**src/rtl/core/ird_pkg.sv**
```systemverilog
package ird_pkg;

  localparam int ValueWidth      = 32;
  localparam int CharWidth       = 8;
  localparam int RadixWidth      = 5;
  localparam int DigitWidth      = 4;
  localparam int NumDigitChars   = 16;
  localparam int MaxDigits       = 32;
  localparam int DigitCntWidth   = 6;
  localparam int CfgIdxWidth     = 2;
  localparam int CfgDataWidth    = 64;
  localparam int DefaultMaxRadix = 16;
  localparam int RadixLimit      = 16;
  localparam int DivStepsPerCyc  = 8;

  localparam logic [CharWidth-1:0] CharMinus   = 8'h2D;
  localparam logic [CharWidth-1:0] CharPlus    = 8'h2B;
  localparam logic [CharWidth-1:0] CharLowest  = 8'd32;
  localparam logic [CharWidth-1:0] CharHighest = 8'd127;

  typedef enum logic [CfgIdxWidth-1:0] {
    RegRadix     = 2'd0,
    RegCharsLow  = 2'd1,
    RegCharsHigh = 2'd2
  } cfg_reg_e;

  typedef logic [NumDigitChars-1:0][CharWidth-1:0] digit_set_t;

  typedef struct packed {
    logic done;
    logic ok;
  } chk_status_t;

  typedef struct packed {
    logic                  done;
    logic [ValueWidth-1:0] quot;
    logic [DigitWidth-1:0] rem;
  } div_status_t;

endpackage

```
**src/rtl/core/integer_to_radix_digits_top.sv**
```systemverilog
// Signed 32-bit integer to text in a configurable radix, sent one character at a time.
// Input channel: value_i with in_valid_i / in_stall_o. Output channel: out_char_o
// and last_o with out_valid_o / out_stall_i; last_o marks the final character.
// Configuration: cfg_index_i selects radix (0), digit chars 0..7 (1) or 8..15 (2);
// a write lands when cfg_valid_i and cfg_ready_o are both high. Write only while
// the block is idle.
// Per item: accept, then the digit set is checked, one digit character
// per cycle; the scan stops early at a bad or repeated character, and a radix out
// of range is rejected without a scan. A bad set drops the item with no output.
// Digits come from one shared divider that retires 8 quotient bits a cycle;
// each quotient is fed back to it as the next dividend. Then one character
// per cycle while the output is not stalled ('-' first for negatives),
// most significant digit first.
// One item is in work at a time; in_stall_o is high from accept until it is
// dropped or its last character is in the output register, so the next item can be
// taken while that character still waits. A stalled output holds its character
// and pauses emission. Reset clears the configuration to zero (radix 0, so every
// item is rejected until configured) and returns to idle with no output pending.
module integer_to_radix_digits_top #(
  parameter int MaxRadix = ird_pkg::DefaultMaxRadix
) (
  input  logic                                  clk_i,
  input  logic                                  rst_ni,
  input  logic                                  in_valid_i,
  output logic                                  in_stall_o,
  input  logic signed [ird_pkg::ValueWidth-1:0] value_i,
  output logic                                  out_valid_o,
  input  logic                                  out_stall_i,
  output logic [ird_pkg::CharWidth-1:0]         out_char_o,
  output logic                                  last_o,
  input  logic                                  cfg_valid_i,
  output logic                                  cfg_ready_o,
  input  logic [ird_pkg::CfgIdxWidth-1:0]       cfg_index_i,
  input  logic [ird_pkg::CfgDataWidth-1:0]      cfg_data_i
);

  localparam int StackWidth = ird_pkg::MaxDigits * ird_pkg::DigitWidth;
  localparam int HalfChars  = ird_pkg::NumDigitChars / 2;

  typedef enum logic [2:0] {
    Idle,
    Check,
    Divide,
    EmitSign,
    EmitDigits
  } state_e;

  state_e                                state_q;
  logic [ird_pkg::RadixWidth-1:0]        radix_q;
  ird_pkg::digit_set_t                   chars_q;
  logic                                  neg_q;
  logic [ird_pkg::ValueWidth-1:0]        mag_q;
  logic [StackWidth-1:0]                 stack_q;
  logic [ird_pkg::DigitCntWidth-1:0]     nd_q;
  logic                                  out_valid_q;
  logic [ird_pkg::CharWidth-1:0]         out_char_q;
  logic                                  out_last_q;

  logic                                  in_fire;
  logic                                  out_free;
  logic                                  chk_start;
  logic                                  div_start;
  logic                                  more_digits;
  logic [ird_pkg::DigitCntWidth-1:0]     nd_next;
  logic [ird_pkg::ValueWidth-1:0]        dividend;
  ird_pkg::chk_status_t                  chk_st;
  ird_pkg::div_status_t                  div_st;

  assign in_stall_o  = (state_q != Idle);
  assign cfg_ready_o = (state_q == Idle);
  assign in_fire     = in_valid_i && (state_q == Idle);
  assign out_free    = !out_valid_q || !out_stall_i;
  assign chk_start   = in_fire;
  assign nd_next     = nd_q + ird_pkg::DigitCntWidth'(1);
  assign more_digits = (div_st.quot != '0) &&
                       (nd_next < ird_pkg::DigitCntWidth'(ird_pkg::MaxDigits));
  assign div_start   = ((state_q == Check) && chk_st.done && chk_st.ok) ||
                       ((state_q == Divide) && div_st.done && more_digits);
  assign dividend    = (state_q == Check) ? mag_q : div_st.quot;

  ird_check #(
    .MaxRadix(MaxRadix)
  ) u_check (
    .clk_i   (clk_i),
    .rst_ni  (rst_ni),
    .start_i (chk_start),
    .radix_i (radix_q),
    .chars_i (chars_q),
    .status_o(chk_st)
  );

  ird_div u_div (
    .clk_i     (clk_i),
    .rst_ni    (rst_ni),
    .start_i   (div_start),
    .dividend_i(dividend),
    .divisor_i (radix_q),
    .status_o  (div_st)
  );

  always_ff @(posedge clk_i or negedge rst_ni) begin
    if (!rst_ni) begin
      radix_q <= '0;
      chars_q <= '0;
    end else if (cfg_valid_i && cfg_ready_o) begin
      unique case (cfg_index_i)
        ird_pkg::RegRadix:     radix_q <= cfg_data_i[ird_pkg::RadixWidth-1:0];
        ird_pkg::RegCharsLow:  chars_q[HalfChars-1:0] <= cfg_data_i;
        ird_pkg::RegCharsHigh: chars_q[ird_pkg::NumDigitChars-1:HalfChars] <= cfg_data_i;
        default: ;
      endcase
    end
  end

  always_ff @(posedge clk_i or negedge rst_ni) begin
    if (!rst_ni) begin
      state_q     <= Idle;
      neg_q       <= 1'b0;
      nd_q        <= '0;
      out_valid_q <= 1'b0;
      out_last_q  <= 1'b0;
    end else begin
      if (out_valid_q && !out_stall_i) begin
        out_valid_q <= 1'b0;
      end
      unique case (state_q)
        Idle: begin
          if (in_fire) begin
            neg_q   <= value_i[ird_pkg::ValueWidth-1];
            nd_q    <= '0;
            state_q <= Check;
          end
        end
        Check: begin
          if (chk_st.done) begin
            state_q <= chk_st.ok ? Divide : Idle;
          end
        end
        Divide: begin
          if (div_st.done) begin
            nd_q <= nd_next;
            if (!more_digits) begin
              state_q <= neg_q ? EmitSign : EmitDigits;
            end
          end
        end
        EmitSign: begin
          if (out_free) begin
            out_valid_q <= 1'b1;
            out_last_q  <= 1'b0;
            state_q     <= EmitDigits;
          end
        end
        EmitDigits: begin
          if (out_free) begin
            out_valid_q <= 1'b1;
            out_last_q  <= (nd_q == ird_pkg::DigitCntWidth'(1));
            nd_q        <= nd_q - ird_pkg::DigitCntWidth'(1);
            if (nd_q == ird_pkg::DigitCntWidth'(1)) begin
              state_q <= Idle;
            end
          end
        end
        default: state_q <= Idle;
      endcase
    end
  end

  // payload: magnitude, digit stack (last digit found is on top), output char
  always_ff @(posedge clk_i) begin
    if (in_fire) begin
      mag_q <= value_i[ird_pkg::ValueWidth-1] ? (ird_pkg::ValueWidth'(0) - value_i)
                                              : value_i;
    end
    if ((state_q == Divide) && div_st.done) begin
      stack_q <= {stack_q[StackWidth-ird_pkg::DigitWidth-1:0], div_st.rem};
    end else if ((state_q == EmitDigits) && out_free) begin
      stack_q <= {ird_pkg::DigitWidth'(0), stack_q[StackWidth-1:ird_pkg::DigitWidth]};
    end
    if ((state_q == EmitSign) && out_free) begin
      out_char_q <= ird_pkg::CharMinus;
    end else if ((state_q == EmitDigits) && out_free) begin
      out_char_q <= chars_q[stack_q[ird_pkg::DigitWidth-1:0]];
    end
  end

  assign out_valid_o = out_valid_q;
  assign out_char_o  = out_char_q;
  assign last_o      = out_last_q;

  a_nd_bound: assert property (@(posedge clk_i) disable iff (!rst_ni)
    nd_q <= ird_pkg::DigitCntWidth'(ird_pkg::MaxDigits)) else $error("digit count overflow");
  a_emit_has_digit: assert property (@(posedge clk_i) disable iff (!rst_ni)
    (state_q == EmitDigits) |-> (nd_q != '0)) else $error("emitting with empty stack");
  a_divide_radix_ok: assert property (@(posedge clk_i) disable iff (!rst_ni)
    (state_q == Divide) |-> (radix_q >= ird_pkg::RadixWidth'(2)))
    else $error("dividing by an unchecked radix");

endmodule

```
**src/rtl/core/ird_check.sv**
```systemverilog
module ird_check #(
  parameter int MaxRadix = ird_pkg::DefaultMaxRadix
) (
  input  logic                                clk_i,
  input  logic                                rst_ni,
  input  logic                                start_i,
  input  logic [ird_pkg::RadixWidth-1:0]      radix_i,
  input  ird_pkg::digit_set_t                 chars_i,
  output ird_pkg::chk_status_t                status_o
);

  localparam int IdxWidth = $clog2(ird_pkg::NumDigitChars);

  logic                             busy_q;
  logic                             done_q;
  logic                             ok_q;
  logic [IdxWidth-1:0]              idx_q;
  logic [ird_pkg::CharWidth-1:0]    cur_char;
  logic                             bad_char;
  logic                             dup_char;
  logic                             radix_bad;
  logic [IdxWidth-1:0]              last_idx;

  assign radix_bad = (radix_i < ird_pkg::RadixWidth'(2)) ||
                     (radix_i > ird_pkg::RadixWidth'(MaxRadix)) ||
                     (radix_i > ird_pkg::RadixWidth'(ird_pkg::RadixLimit));
  assign last_idx  = IdxWidth'(radix_i - ird_pkg::RadixWidth'(1));
  assign cur_char  = chars_i[idx_q];
  assign bad_char  = (cur_char == ird_pkg::CharMinus) || (cur_char == ird_pkg::CharPlus) ||
                     (cur_char < ird_pkg::CharLowest) || (cur_char > ird_pkg::CharHighest);

  // compare the current character against every later used one
  always_comb begin
    dup_char = 1'b0;
    for (int j = 0; j < ird_pkg::NumDigitChars; j++) begin
      if ((ird_pkg::RadixWidth'(j) > {1'b0, idx_q}) &&
          (ird_pkg::RadixWidth'(j) < radix_i) && (chars_i[j] == cur_char)) begin
        dup_char = 1'b1;
      end
    end
  end

  always_ff @(posedge clk_i or negedge rst_ni) begin
    if (!rst_ni) begin
      busy_q <= 1'b0;
      done_q <= 1'b0;
      ok_q   <= 1'b0;
      idx_q  <= '0;
    end else begin
      done_q <= 1'b0;
      ok_q   <= 1'b0;
      if (start_i) begin
        idx_q <= '0;
        if (radix_bad) begin
          done_q <= 1'b1;
        end else begin
          busy_q <= 1'b1;
        end
      end else if (busy_q) begin
        if (bad_char || dup_char) begin
          busy_q <= 1'b0;
          done_q <= 1'b1;
        end else if (idx_q == last_idx) begin
          busy_q <= 1'b0;
          done_q <= 1'b1;
          ok_q   <= 1'b1;
        end else begin
          idx_q <= idx_q + IdxWidth'(1);
        end
      end
    end
  end

  assign status_o.done = done_q;
  assign status_o.ok   = ok_q;

  a_done_not_busy: assert property (@(posedge clk_i) disable iff (!rst_ni)
    !(done_q && busy_q)) else $error("check done while still busy");
  a_ok_with_done: assert property (@(posedge clk_i) disable iff (!rst_ni)
    ok_q |-> done_q) else $error("ok flag without done");
  a_no_restart: assert property (@(posedge clk_i) disable iff (!rst_ni)
    start_i |-> !busy_q) else $error("check started while busy");

endmodule

```
**src/rtl/core/ird_div.sv**
```systemverilog
module ird_div (
  input  logic                               clk_i,
  input  logic                               rst_ni,
  input  logic                               start_i,
  input  logic [ird_pkg::ValueWidth-1:0]     dividend_i,
  input  logic [ird_pkg::RadixWidth-1:0]     divisor_i,
  output ird_pkg::div_status_t               status_o
);

  localparam int NumCycles = ird_pkg::ValueWidth / ird_pkg::DivStepsPerCyc;
  localparam int CntWidth  = (NumCycles > 1) ? $clog2(NumCycles) : 1;

  logic                              busy_q;
  logic                              done_q;
  logic [CntWidth-1:0]               cnt_q;
  logic [ird_pkg::ValueWidth-1:0]    work_q, work_d;
  logic [ird_pkg::DigitWidth-1:0]    rem_q, rem_d;
  logic [ird_pkg::RadixWidth-1:0]    trial;

  // restoring division, a fixed number of quotient bits per cycle
  always_comb begin
    work_d = work_q;
    rem_d  = rem_q;
    trial  = '0;
    for (int s = 0; s < ird_pkg::DivStepsPerCyc; s++) begin
      trial  = {rem_d, work_d[ird_pkg::ValueWidth-1]};
      work_d = {work_d[ird_pkg::ValueWidth-2:0], 1'b0};
      if (trial >= divisor_i) begin
        trial     = trial - divisor_i;
        work_d[0] = 1'b1;
      end
      rem_d = trial[ird_pkg::DigitWidth-1:0];
    end
  end

  always_ff @(posedge clk_i or negedge rst_ni) begin
    if (!rst_ni) begin
      busy_q <= 1'b0;
      done_q <= 1'b0;
      cnt_q  <= '0;
    end else begin
      done_q <= 1'b0;
      if (start_i) begin
        busy_q <= 1'b1;
        cnt_q  <= '0;
      end else if (busy_q) begin
        cnt_q <= cnt_q + CntWidth'(1);
        if (cnt_q == CntWidth'(NumCycles - 1)) begin
          busy_q <= 1'b0;
          done_q <= 1'b1;
        end
      end
    end
  end

  always_ff @(posedge clk_i) begin
    if (start_i) begin
      work_q <= dividend_i;
      rem_q  <= '0;
    end else if (busy_q) begin
      work_q <= work_d;
      rem_q  <= rem_d;
    end
  end

  assign status_o.done = done_q;
  assign status_o.quot = work_q;
  assign status_o.rem  = rem_q;

  a_done_not_busy: assert property (@(posedge clk_i) disable iff (!rst_ni)
    !(done_q && busy_q)) else $error("divider done while busy");
  a_no_restart: assert property (@(posedge clk_i) disable iff (!rst_ni)
    start_i |-> !busy_q) else $error("divider started while busy");
  a_rem_range: assert property (@(posedge clk_i) disable iff (!rst_ni)
    (done_q && divisor_i >= ird_pkg::RadixWidth'(2)) |->
      ({1'b0, rem_q} < divisor_i)) else $error("remainder not below divisor");

endmodule

```
**config.mk**
```make
export PLATFORM = sky130hd
export DESIGN_NAME = integer_to_radix_digits_top
export DESIGN_NICKNAME = d
export VERILOG_FILES = /design/src/rtl/core/ird_pkg.sv /design/src/rtl/core/integer_to_radix_digits_top.sv /design/src/rtl/core/ird_check.sv /design/src/rtl/core/ird_div.sv
export SDC_FILE = /design/constraint.sdc
export NUM_CORES = 1
export LEC_CHECK = 0
export BUFFER_PORTS_ARGS = -buffer_cell sky130_fd_sc_hd__buf_2
export CAP_MARGIN = 20
export CORE_ASPECT_RATIO = 1.75
export CORE_MARGIN = 2
export CORE_UTILIZATION = 54
export DETAILED_ROUTE_END_ITERATION = 6
export HOLD_SLACK_MARGIN = 0.12
export PLACE_DENSITY = 0.75
export SYNTH_ARGS = -nofsm -noshare
export SYNTH_HDL_FRONTEND = slang
export SYNTH_SLANG_ARGS = --single-unit
```
**constraint.sdc**
```tcl
create_clock -name clk_i -period 25.6 [get_ports clk_i]
set_clock_uncertainty 0.2 [all_clocks]
set_input_delay 2.56 -clock clk_i [delete_from_list [all_inputs] [get_ports clk_i]]
set_output_delay 2.56 -clock clk_i [all_outputs]
set_load 0.005 [all_outputs]
```
==> flow_summary_export.csv <==
group,metric,value,unit
setup_path,worst_r2r_endpoint,"u_div.work_q[0]$_DFFE_PP_",
setup_path,crit_path_frequent_cell,"o21ai_0",
logic_synthesis,synth_compound_area_share,6.36,%
placed_design,dp_hpwl,36900,um
global_route,grt_max_degree,92,
floorplan,placement_rows,95,
final_layout,filler_cell_count,3051,
logic_synthesis,combinational_family_with_the_most_area_after_synthesis,"multiplexers",
hold_path,worst_hold_path.num_cells,2,
logic_synthesis,yosys.area_share.xor_xnor,6.63,%
hold_path,whs_endpoint,"out_char_o[1]$_SDFFE_PP0P_",
pwr,max-vdd-ir-drop,0.0467,mV
placed_design,gp_congestion,0.963,
floorplan,die_w,152,um
global_route,global_route_wire_length_before_repair,78700,um
detailed_routing,drt_iter0_markers,842,
sta,setup_repair_after_global_routing_missed_its_margin,"false",
setup_path,reg2reg_depth,67,
floorplan,die_y,263,um
logic_synthesis,synth_edf_count,192,
global_route,first_global_vias,14300,
setup_path,cp_max_fo,16,
clock_tree,clock_tree.htree_level_count,2,
setup_path,worst_path_largest_cell_delay,0.75,ns
placed_design,placed_cell_area,0.0217,mm2
logic_synthesis,synth.net_count,1770,
sta,fmax,0.0711,GHz
clock_tree,cts_tree,"built",
clock_tree,cts_setup_buffers,0,
final_layout,final_cell_area,0.0229,mm2
detailed_routing,final_routed_drc_violation_total,0,
clock_tree,clock-sinks,360,
final_layout,post-route-util,60.0,%
sta,hold_violations,0,
logic_synthesis,synth_area,0.0208,mm2
flow_run,timing.max_cap.violations,0,
logic_synthesis,gate_count_after_technology_mapping,1609,
logic_synthesis,synth-seq-area-share,47.8,%
logic_synthesis,async_set_or_reset_flop_fraction_in_the_synthesized_netlist,43.3,%
floorplan,area_of_the_die,0.0401,mm2
sta,final-max-slew-violation-count,0,
clock_tree,ctsHoldBuffers,0,
setup_path,crit_path_top_delay_cell,"dfrtp_1",
logic_synthesis,postSynthRegisterBits,360,
pwr,cellPowerDensity,50.8,mW/mm2
final_layout,areaGrowthSynthToFinish,10.3,%
sta,period_needed,14.06,ns
floorplan,floorplan.core_area,0.0382,mm2
detailed_routing,tritonroute_pass_1_iters,5,
clock_tree,clk_latency,0.54,ns
logic_synthesis,yosys.cell_types.count,75,
logic_synthesis,avgSynthCellArea,12.9,um2
logic_synthesis,synthFlopType,"edfxtp_1",
setup_path,worst_r2r_startpoint,"radix_q[1]$_DFFE_PN0P_",
pwr,power.total,1.16,mW
setup_path,start_kind,"flop",
placed_design,placement.io_buffers,114,
sta,worstMarginPinSlew,1.27,ns
setup_path,worstPathRequired,25.68,ns
sta,setup_viol,0,
sta,summed_negative_setup_slack_over_all_endpoints,0,ns
floorplan,start_util,54.4,%
clock_tree,worst_setup_hold_path_clk_slew,0.07,ns
hold_path,worst_hold_startpoint,"out_char_o[1]$_SDFFE_PP0P_",
logic_synthesis,synthSimpleGateAreaFrac,7.48,%
hold_path,hold_class,"flop to flop",
logic_synthesis,synth.area.mux_share,25.5,%
final_layout,nNetsFinal,1851,
detailed_routing,detail_route.wirelength,50100,um
detailed_routing,final_antenna_net_count,0,
sta,post-route-period-util,54.9,%
detailed_routing,route.detailed.wl_per_inst,22.8,um
clock_tree,clock_tree_root,"clkbuf_16",
sta,relSlewSlack,13.4,%
status,run_status,"completed",
clock_tree,max_root_sink_buffers,3,
final_layout,drive_above_1_share,33.6,%
logic_synthesis,synth_adder_area_share,3.79,%
global_route,initial_antenna_violation_count,0,
setup_path,timing.critical_path.arrival,14.14,ns
pwr,p_leak,9.75,nW
floorplan,num_io_pins,115,
detailed_routing,via_per_inst,6.12,
setup_path,setup.worst_path.end_class,"flop",
sta,finalWorstSetupSlack,11.54,ns
placed_design,preCtsSetupSlack,11.56,ns
global_route,grt.overflow.total,0,
global_route,track_usage,25.0,%
logic_synthesis,number_of_warning_messages_in_the_yosys_log,0,
setup_path,rrSetupSlack,11.54,ns
clock_tree,numCtsBuffers,35,
setup_path,critical_path_class,"flop to flop",
detailed_routing,vias,13500,
clock_tree,cts_repair_resize_count,0,
==> metrics by stage <==
| step | hold slack (ns) | instances |
|---|---|---|
| 2_1_floorplan | 0.253 | 1609 |
| 3_3_place_gp | 0.241 | 2138 |
| 3_5_place_dp | 0.250 | 2138 |
| 4_1_cts | 0.259 | 2201 |
| 5_1_grt | 0.288 | 2201 |
| 6_report | 0.258 | 2202 |
==> cell usage after synthesis, types with 4 or more instances <==
master / count / area, um2
mux2i_1: 63 / 631
o221ai_1: 11 / 96.3
inv_1: 35 / 131
or3_1: 12 / 75.1
o21a_1: 8 / 60.1
o31ai_1: 7 / 52.6
buf_2: 13 / 65.1
a31oi_1: 5 / 31.3
nand2_1: 80 / 300
dfxtp_1: 12 / 240
o21ai_0: 54 / 270
clkbuf_1: 60 / 225
and3_1: 10 / 62.6
ha_1: 50 / 626
o22ai_1: 7 / 43.8
a21o_1: 11 / 82.6
a22o_1: 5 / 43.8
fa_1: 8 / 160
xnor2_1: 100 / 876
a2111oi_0: 6 / 52.6
nor2b_1: 14 / 87.6
dfrtp_1: 156 / 3900
buf_1: 7 / 26.3
nor4_1: 17 / 106
xor2_1: 57 / 499
o211ai_1: 4 / 30.0
edfxtp_1: 192 / 5770
nor3_1: 25 / 125
a211oi_1: 7 / 52.6
nand2b_1: 11 / 68.8
or4_1: 7 / 52.6
mux4_2: 51 / 1150
and2_1: 10 / 62.6
a22oi_1: 9 / 67.6
nor2_1: 39 / 146
a21oi_1: 32 / 160
buf_4: 7 / 52.6
nand4_1: 14 / 87.6
or3_4: 4 / 45.0
mux2_2: 307 / 3460
nand3_1: 30 / 150
==> cell usage in the layout (no fill, tap or decap), drive strengths merged, types with 38 or more instances in the layout <==
cell type / instances
mux2: 307
edfxtp: 192
dfrtp: 156
buf: 133
xnor2: 100
nand2: 83
mux2i: 65
xor2: 57
o21ai: 55
mux4: 51
ha: 50
clkbuf: 46
nor2: 39
inv: 38
==> power breakdown <==
group | internal (mW) | total, mW | switching (mW)
clock network | 0.301 | 0.529 | 0.228
logic | 0.0104 | 0.0263 | 0.0159
registers | 0.607 | 0.607 | 0.000181
==> routing by layer <==
| layer | vias to the layer above | global-route usage, % | part of all wire, % | wire length (um) |
|---|---|---|---|---|
| met5 | - | 0 | 0 | 0 |
| met4 | 0 | 16.4 | 7.1 | 3530 |
| met3 | 141 | 3.16 | 3.8 | 1900 |
| met2 | 364 | 45.8 | 53 | 26800 |
| met1 | 6747 | 26.8 | 36 | 17900 |
| li1 | 6219 | - | - | - |
==> worst max path at each step <==
stage,from,endpoint,depth (start not counted)
after global placement,radix_q[1]$_DFFE_PN0P_,u_div.work_q[0]$_DFFE_PP_,67
after CTS,radix_q[1]$_DFFE_PN0P_,u_div.work_q[0]$_DFFE_PP_,67
after global routing,radix_q[1]$_DFFE_PN0P_,u_div.rem_q[2]$_SDFFE_PN0P_,69
after detailed placement,radix_q[1]$_DFFE_PN0P_,u_div.work_q[0]$_DFFE_PP_,67
after floorplan,radix_q[1]$_DFFE_PN0P_,u_div.work_q[0]$_DFFE_PP_,70
final,radix_q[1]$_DFFE_PN0P_,u_div.work_q[0]$_DFFE_PP_,67
==> logic make-up after synthesis <==
family	after synthesis
AOI/OAI and AO/OA	193
xor gates and xnor gates	157
adders and majority gates	58
buffers and inverters	125
DFF	360
muxes	423
and+or+nand+nor	293
==> critical path, delay by kind of cell, from the launching register on <==
kind | cells | cell delay [ns]
compound gates | 28 | 5.16
fa+ha+maj | 8 | 2.09
buf+inv | 7 | 0.91
flops | 1 | 0.75
mux | 7 | 2.37
simple gates | 17 | 2.29
==> flip-flops by register name (all words and copies together) (netlist names), 2 cells and up <==
register / flops
chars_q: 128
stack_q: 128
mag_q: 32
u_div.work_q: 32
out_char_o: 8
nd_q: 6
radix_q: 5
u_check.idx_q: 4
u_div.rem_q: 4
state_q: 3
u_div.cnt_q: 2
==> area by class of cell <==
cell class / count / area, um2 / share of cell area [%]
Multi-Input combinational cell: 1124 / 10300 / 45.1
Sequential cell: 360 / 9910 / 43.3
Clock buffer: 46 / 967 / 4.23
Timing Repair Buffer: 133 / 719 / 3.14
Tap cell: 485 / 607 / 2.65
Clock inverter: 17 / 214 / 0.935
Inverter: 36 / 135 / 0.590
Antenna cell: 1 / 2.50 / 0.0109
Note: power is estimated with default switching activity, not from simulation.
